===== src/sv/ftanh_pkg.sv =====
package ftanh_pkg;

    typedef struct packed {
        logic              zero;
        logic [23:0]       m;
        logic signed [11:0] e;
    } t_unp;

    localparam logic [31:0] F_CUTOFF = 32'h41102CB3;
    localparam logic [31:0] F_MAGIC  = 32'h49C00000;
    localparam logic [31:0] F_NMAGIC = 32'hC9C00000;
    localparam logic [31:0] F_NLOG2E = 32'hBFB8AA3B;
    localparam logic [31:0] F_LN2    = 32'h3F317218;
    localparam logic [31:0] F_C4     = 32'hBEAAA7CD;
    localparam logic [31:0] F_C3     = 32'h3F2AB841;
    localparam logic [31:0] F_C2     = 32'hBF800001;
    localparam logic [31:0] F_ONE    = 32'h3F800000;
    localparam logic [31:0] F_NONE   = 32'hBF800000;
    localparam logic [31:0] F_TWO    = 32'h40000000;
    localparam logic [31:0] F_NTWO   = 32'hC0000000;
    localparam logic [31:0] F_ZERO   = 32'h00000000;
    localparam logic [31:0] F_QUIET  = 32'h00400000;
    localparam logic [30:0] F_INF    = 31'h7F800000;

    localparam logic [3:0][31:0] SCALE_TAB = {
        32'h3F7744FD, 32'h3F7504F3, 32'h3F7837F0, 32'h3F800000
    };

    function automatic logic [4:0] f_lzc24(input logic [23:0] v);
        logic [4:0] n;
        logic       found;
        n = 5'd0;
        found = 1'b0;
        for (int i = 23; i >= 0; i--) begin
            if (!found) begin
                if (v[i]) begin
                    found = 1'b1;
                end else begin
                    n = n + 5'd1;
                end
            end
        end
        return n;
    endfunction

    function automatic logic [6:0] f_lzc78(input logic [77:0] v);
        logic [6:0] n;
        logic       found;
        n = 7'd0;
        found = 1'b0;
        for (int i = 77; i >= 0; i--) begin
            if (!found) begin
                if (v[i]) begin
                    found = 1'b1;
                end else begin
                    n = n + 7'd1;
                end
            end
        end
        return n;
    endfunction

    function automatic t_unp f_unpack(input logic [31:0] f);
        t_unp       u;
        logic [23:0] mr;
        logic [4:0]  la;
        logic [7:0]  eb;
        eb = (f[30:23] == 8'd0) ? 8'd1 : f[30:23];
        mr = {|f[30:23], f[22:0]};
        la = f_lzc24(mr);
        u.zero = (mr == 24'd0);
        u.m = mr << la;
        u.e = $signed({4'b0, eb}) - 12'sd150 - $signed({7'b0, la});
        return u;
    endfunction

    function automatic logic signed [11:0] f_kshift(input logic [6:0] lz,
                                                    input logic signed [11:0] w);
        logic signed [11:0] wl;
        logic signed [11:0] lzs;
        wl = w + 12'sd203;
        lzs = $signed({5'b0, lz});
        return (lzs < wl) ? lzs : wl;
    endfunction

    function automatic logic [31:0] f_round(input logic [77:0] s,
                                            input logic signed [11:0] w,
                                            input logic signed [11:0] k,
                                            input logic sgn);
        logic [157:0]       x;
        logic [157:0]       y;
        logic [6:0]         r;
        logic [11:0]        nk;
        logic [23:0]        mant;
        logic               rb;
        logic               st;
        logic               inc;
        logic signed [11:0] eb;
        logic [7:0]         ef;
        logic [30:0]        mag;
        x = {s, 80'b0};
        nk = 12'(-k);
        if (k >= 12'sd0) begin
            y = x << k[6:0];
        end else begin
            r = (k < -12'sd80) ? 7'd80 : nk[6:0];
            y = x >> r;
        end
        mant = y[157:134];
        rb = y[133];
        st = |y[132:0];
        inc = rb & (st | mant[0]);
        eb = w - k + 12'sd204;
        ef = mant[23] ? eb[7:0] : 8'd0;
        mag = {ef, mant[22:0]} + {30'b0, inc};
        return {sgn, mag};
    endfunction

endpackage


===== src/sv/ftanh_div.sv =====
module ftanh_div import ftanh_pkg::*; (
    input  logic        i_clk,
    input  logic        i_en,
    input  logic [31:0] i_a,
    input  logic [31:0] i_b,
    output logic [31:0] o_q
);

    t_unp               w_ua;
    t_unp               w_ub;
    logic [24:0]        r_rem [0:27];
    logic [23:0]        r_den [0:27];
    logic [26:0]        r_quo [0:27];
    logic signed [11:0] r_w   [0:27];
    logic [77:0]        w_s;
    logic [77:0]        r_s;
    logic signed [11:0] r_wf;
    logic signed [11:0] r_k;
    logic [31:0]        r_q;

    assign w_ua = f_unpack({1'b0, i_a[30:0]});
    assign w_ub = f_unpack({1'b0, i_b[30:0]});

    always_ff @(posedge i_clk) begin
        if (i_en) begin
            r_rem[0] <= {1'b0, w_ua.m};
            r_den[0] <= w_ub.m;
            r_quo[0] <= 27'd0;
            r_w[0]   <= w_ua.e - w_ub.e - 12'sd77;
            for (int i = 1; i < 28; i++) begin
                if (r_rem[i-1] >= {1'b0, r_den[i-1]}) begin
                    r_rem[i] <= {r_rem[i-1][23:0] - r_den[i-1], 1'b0};
                    r_quo[i] <= {r_quo[i-1][25:0], 1'b1};
                end else begin
                    r_rem[i] <= {r_rem[i-1][23:0], 1'b0};
                    r_quo[i] <= {r_quo[i-1][25:0], 1'b0};
                end
                r_den[i] <= r_den[i-1];
                r_w[i]   <= r_w[i-1];
            end
        end
    end

    assign w_s = {r_quo[27], 50'b0, |r_rem[27]};

    always_ff @(posedge i_clk) begin
        if (i_en) begin
            r_s  <= w_s;
            r_wf <= r_w[27];
            r_k  <= f_kshift(f_lzc78(w_s), r_w[27]);
            r_q  <= f_round(r_s, r_wf, r_k, 1'b0);
        end
    end

    assign o_q = r_q;

endmodule


===== config.mk =====
export PLATFORM = sky130hd
export DESIGN_NAME = ftanh_div
export DESIGN_NICKNAME = d
export VERILOG_FILES = /design/src/sv/ftanh_pkg.sv /design/src/sv/ftanh_div.sv
export SDC_FILE = /design/constraint.sdc
export NUM_CORES = 2
export LEC_CHECK = 0
export ABC_CLOCK_PERIOD_IN_PS = 58400
export BUFFER_PORTS_ARGS = -buffer_cell sky130_fd_sc_hd__clkbuf_2
export CAP_MARGIN = 20
export CORE_MARGIN = 3
export CORE_UTILIZATION = 55
export DETAILED_ROUTE_END_ITERATION = 16
export PLACE_DENSITY = 0.8
export SYNTH_ARGS = -nofsm -noshare
export SYNTH_HDL_FRONTEND = slang
export SYNTH_SLANG_ARGS = --single-unit

===== constraint.sdc =====
create_clock -name i_clk -period 58.4 [get_ports i_clk]
set_input_delay 0 -clock i_clk [delete_from_list [all_inputs] [get_ports i_clk]]
set_output_delay 0 -clock i_clk [all_outputs]
set_load 0.05 [all_outputs]

# [Yosys cells after proc, flatten, opt, wreduce, memory -nomap -nowiden]
# Memories as Yosys holds them, arrays and structs flattened.
# Cells that the tools add are included.
[op_classes] mux=772 div=0 eq_ne=0 shifts=4 addsub=161 n_lt_le_gt_ge=30 reduce_logical=6 multipliers=0 bitwise_logic=56
[ops] op="7-bit two-way mux" count=184
[ops] op="27-bit two-way mux" count=27
[ops] op="25-bit by 24-bit >= comparator with 1-bit output" count=27
[ops] op="25-bit two-way mux" count=27
[ops] op="24-bit subtractor" count=27
[ops] op="7-bit by 1-bit adder with 7-bit output, second input constant" count=77
[ops] op="5-bit two-way mux" count=92
[ops] op="1-bit two-way mux" count=437
[ops] op="158-bit two-way mux" count=2
[ops] op="5-bit by 1-bit adder with 5-bit output, second input constant" count=46
[ops] op="158-bit by 7-bit left shift with 158-bit output" count=1
[ops] op="158-bit by 7-bit >> shifter with 158-bit output" count=1
[ops] op="133-bit OR reduction" count=1
[ops] op="1-bit bitwise OR" count=55
[ops] op="24-bit by 5-bit left shift with 24-bit output" count=2
[ops] op="31-bit by 1-bit adder with 31-bit output" count=1
[ops] op="25-bit OR reduction" count=1
[ops] op="8-bit two-way mux" count=3
[ops] op="9-bit by 6-bit subtractor with 10-bit output" count=2
[ops] op="8-bit by 8-bit subtractor with 9-bit output, second input constant" count=2
[ops] op="8-bit zero test" count=2
[ops] op="8-bit OR reduction" count=2
[ops] op="12-bit by 9-bit adder with 12-bit output, second input constant" count=1
[ops] op="12-bit by 1-bit >= comparator with 1-bit output, second input constant" count=1
[ops] op="8 further kinds" count=8
[word_totals] inputBits=66 mem_bits_rw=2464 rom_bits=0 mem_count=4 elab_cells=1038 reg_bits=79 latchBits=0 output_inout_bits=32
[mem_list] name="r_quo" words=28 word_bits=27 rd=28 rd_ports_with_merged_regs=0 wr=28 line_no="ftanh_div.sv:13" text="logic [26:0] r_quo [0:27];"
[mem_list] name="r_rem" words=28 word_bits=25 rd=28 rd_ports_with_merged_regs=0 wr=28 line_no="ftanh_div.sv:11" text="logic [24:0] r_rem [0:27];"
[mem_list] name="r_den" words=28 word_bits=24 rd=27 rd_ports_with_merged_regs=0 wr=28 line_no="ftanh_div.sv:12" text="logic [23:0] r_den [0:27];"
[mem_list] name="r_w" words=28 word_bits=12 rd=28 rd_ports_with_merged_regs=0 wr=28 line_no="ftanh_div.sv:14" text="logic signed [11:0] r_w [0:27];"

# [Depth between registers and ports, before layout]
# An unclocked memory read counts as a cell.
[depth] ltp_word=263 ltp_mapped=169 depth_no_buf=166

# [Worst setup path before layout]
# No wires, ideal clock.
[synth_path] kind="reg-to-reg" from="memory r_quo[27][26], in the netlist r_quo[1][323]" to="register r_k[1] (data pin)" slack_ns=31.188 path_stages_with_launch=166 period_less_slack_ns=27.212 arrival_ns=26.946 setup_ns=0.266 cell_sequence="edfxtp_1 -> nor2_1 -> ha_1 -> o31a_1 -> ha_1 -> nor2b_1 -> o21ai_0 -> inv_1 -> ha_1 -> inv_1 -> o21ai_0 -> o21bai_1 -> a21boi_0 -> ha_1 -> o21ai_0 -> ha_1 -> o221ai_1 -> ha_1 -> [... 130 more ...] -> ha_1 -> xnor2_1 -> xnor2_1 -> o21ai_0 -> nor2_1 -> xnor2_1 -> nand3_1 -> nand2b_1 -> or3_1 -> o311ai_1 -> xnor3_1 -> ha_1 -> a21oi_1 -> a2111oi_0 -> nor2_1 -> clkbuf_1 -> nand2_1 -> o21ai_0"
[synth_rtl] item="start: declaration" line_no="ftanh_div.sv:13"
[synth_rtl] item="end signal: assignment" line_no="ftanh_div.sv:50" text="r_k <= f_kshift(f_lzc78(w_s), r_w[27]);"
[synth_rtl] item="end: declaration" line_no="ftanh_div.sv:18" text="logic signed [11:0] r_k;"

==> results.sh <==
export IMPL_status="finished clean"
export IMPL_place_gp_congestion=0.912
export IMPL_drc=0
export IMPL_power_density_nw_per_um2=42.6
export IMPL_antenna_found_initial=3
export IMPL_grt_pass1_wl_mm=417
export IMPL_p_leak_nw=53.1
export IMPL_clock_path_buffers=3
export IMPL_core_um2=215000
export IMPL_path_class="register to register"
export IMPL_hold_class="input pin to register"
export IMPL_die_h_um=473
export IMPL_synthArstFlopShare=0
export IMPL_synth_cell_types=107
export IMPL_cts_sinks=2113
export IMPL_post_dp_hpwl_mm=186
export IMPL_top_layer="met5"
export IMPL_synth_seq_area_share=0.530
export IMPL_cpMostUsedCell="nor2_1"
export IMPL_grt_max_degree=207
export IMPL_synth_edf_count=2112
export IMPL_cts_buffers=210
export IMPL_reg2reg_depth=162
export IMPL_cts_root_buf="clkbuf_16"
export IMPL_worst_pin_slew_ps=1150
export IMPL_drive_above_1_share=0.0606
export IMPL_vias_per_cell=5.78
export IMPL_post_synth_top_area_cell="edfxtp_1"
export IMPL_ctsHtreeMaxLevel=4
export IMPL_placedCellCount=13903
export IMPL_clk_latency_ps=850
export IMPL_wl_met1_mm=108
export IMPL_syn_cell_area_um2=120000
export IMPL_yosys_most_used_dff="edfxtp_1"
export IMPL_drt_iter0_drc=6685
export IMPL_max_clock_freq_ghz=0.0313
export IMPL_wl_per_cell_um=18.1
export IMPL_cp_slowest_stage_delay_ps=850
export IMPL_endpoint_kind="register"
export IMPL_power_total_mw=5.56
export IMPL_setup_viol=0
export IMPL_die_x_um=473
export IMPL_synthCells=11206
export IMPL_path_clk_slew_ps=60
export IMPL_drt_wl_total_mm=259
export IMPL_dr_wl_met2_mm=128
export IMPL_dieArea_um2=223000
export IMPL_worstPathRequired_ps=58970
export IMPL_cts_tree="yes"
export IMPL_vias=82744
export IMPL_grt_overflow=0
export IMPL_post_synth_cell_area_avg_um2=10.7
export IMPL_yosys_top_cells_count="edfxtp_1, inv_1, a21oi_1"
export IMPL_arrival_ps=32550
export IMPL_rsz0062_at_grt="no"
export IMPL_finalHoldViolations=0
export IMPL_worstSetupStartpointType="register"
export IMPL_synth_top_area_share=0.530
export IMPL_relSlewSlack=0.230
export IMPL_start_util=0.556
export IMPL_reg2reg_slack_ps=26420
export IMPL_yosys_register_bits=2113
export IMPL_syn_nets=12106
export IMPL_dr_pass1_iters=8
export IMPL_period_needed_ps=31980
export IMPL_critPathSlowestCell="nor2_1"
export IMPL_io_pins=98
export IMPL_ant_nets=0
export IMPL_portBuffers=94
export IMPL_grt_usage=0.228
export IMPL_row_count=170
export IMPL_setup_tns_ps=0
export IMPL_area_delta_synth_final_pct=9.08
export IMPL_stdcell_count=14323
export IMPL_wl_met3_mm=13.5
export IMPL_fin_crit_sh=0.548
export IMPL_yosysWarnings=0
export IMPL_synth_most_common_cell="edfxtp_1"
export IMPL_clock_skew_ps=51.3
export IMPL_ir_drop_mv=0.0343
export IMPL_critPathMaxFanout=29
export IMPL_layout_nets=12201
export IMPL_first_global_vias=81810
export IMPL_report_final_slew_viol_count=0
export IMPL_cap_violations=0
export IMPL_synth_area_leaders="edfxtp_1, ha_1, a21oi_1"
export IMPL_hold_path_depth=7
export IMPL_hold_slack_ps=49.4
## placed cells by master (no fill, tap or decap), drive strengths merged, types with 22 or more instances in the layout
| master | netlist | routed |
|---|---|---|
| dlygate4sd3 | 0 | 23 |
| mux2i | 148 | 148 |
| nand2b | 356 | 356 |
| ha | 795 | 795 |
| nor2 | 1008 | 1008 |
| a211oi | 38 | 38 |
| or4 | 33 | 33 |
| xnor3 | 22 | 22 |
| o211ai | 27 | 27 |
| clkinv | 4 | 92 |
| nor2b | 108 | 108 |
| o21ai | 613 | 613 |
| or3 | 44 | 44 |
| buf | 48 | 81 |
| mux2 | 115 | 115 |
| fa | 39 | 39 |
| nor4 | 38 | 38 |
| edfxtp | 2112 | 2112 |
| nor4b | 22 | 22 |
| nand3 | 366 | 366 |
| a21oi | 1197 | 1197 |
| o22ai | 48 | 48 |
| inv | 1400 | 1417 |
| xor2 | 151 | 151 |
| nand2 | 610 | 610 |
| o21bai | 61 | 61 |
| o31ai | 42 | 42 |
| nand4 | 146 | 146 |
| bufinv | 0 | 23 |
| a21o | 228 | 228 |
| and2 | 52 | 52 |
| clkbuf | 266 | 338 |
| nor3 | 116 | 116 |
| xnor2 | 549 | 549 |
| a221oi | 32 | 32 |
| and3 | 50 | 50 |
| a31oi | 37 | 37 |
## registers in the layout (all words and copies together) (netlist names)
name   count
r_w      336
r_rem    672
r_den    648
r_s       28
r_quo    378
r_wf       8
r_k       12
o_q       31
## layer usage
layer | vias to the layer above | track usage
met1 | 39706 | 0.289
met3 | 594 | 0.0316
met4 | 4 | 0.0804
met2 | 2452 | 0.399
li1 | 39988 | -
met5 | - | 0
## worst max-delay path: cells and delay by family, from the launching register on
kind	cells	cell delay (ps)
compound gates	32	6080
xor+xnor	6	1330
fa+ha+maj	43	13480
buf+inv	5	500
flops	1	490
mux	5	810
simple gates	71	9040
## area by class of cell
| type | instances | area, um^2 |
|---|---|---|
| flip-flops and latches | 2113 | 63400 |
| clock buffers | 245 | 5410 |
| multi-input cells | 7375 | 49800 |
| diodes | 4 | 10.0 |
| repair buffers | 197 | 1430 |
| clock inverters | 147 | 1610 |
| well taps | 2838 | 3550 |
| inverters | 1404 | 5270 |
| fillers | 16628 | 84900 |
## power by group
part,leakage [nW],switching (mW),total [mW],internal [mW]
logic,29.2,1.12,1.94,0.812
registers,20.5,0.167,2.26,2.10
clock network,3.37,0.586,1.36,0.773
## worst paths after layout
path | startpoint | to
worst max-delay path | r_quo[1][323]$_DFFE_PP_ | r_k[6]$_DFFE_PP_
worst min-delay path | i_a[20] | r_rem[0][21]$_DFFE_PP_
worst max register to register | r_quo[1][323]$_DFFE_PP_ | r_k[6]$_DFFE_PP_
worst min register to register | r_w[1][61]$_DFFE_PP_ | r_w[1][73]$_DFFE_PP_
## cells by family after synthesis
kind of cell | after synthesis | synth area share
multiplexers | 266 | 0.0239
other | 1 | 0.0000313
flip-flops | 2113 | 0.530
AO/OA/AOI/OAI | 2531 | 0.123
XOR/XNOR | 727 | 0.0584
AND/OR/NAND/NOR | 3004 | 0.120
buffers and inverters | 1718 | 0.0541
adder cells (fa/ha/maj) | 846 | 0.0906
## per-stage QoR
step / instance area [um^2] / utilization / worst slack [ps]
after global routing: 131000 / 0.606 / 23650
after detailed placement: 123000 / 0.572 / 26680
after CTS: 131000 / 0.606 / 26640
after global placement: 123000 / 0.572 / 26650
final: 131000 / 0.606 / 26420
after floorplan: 120000 / - / 31190
## repair_timing
action	CTS	global route
buffers inserted	0	0
hold buffers	23	0
setup endpoints to repair	0	0
hold endpoints to repair	108	0
resized for setup	0	0
Power figures use the tool's default switching activity.
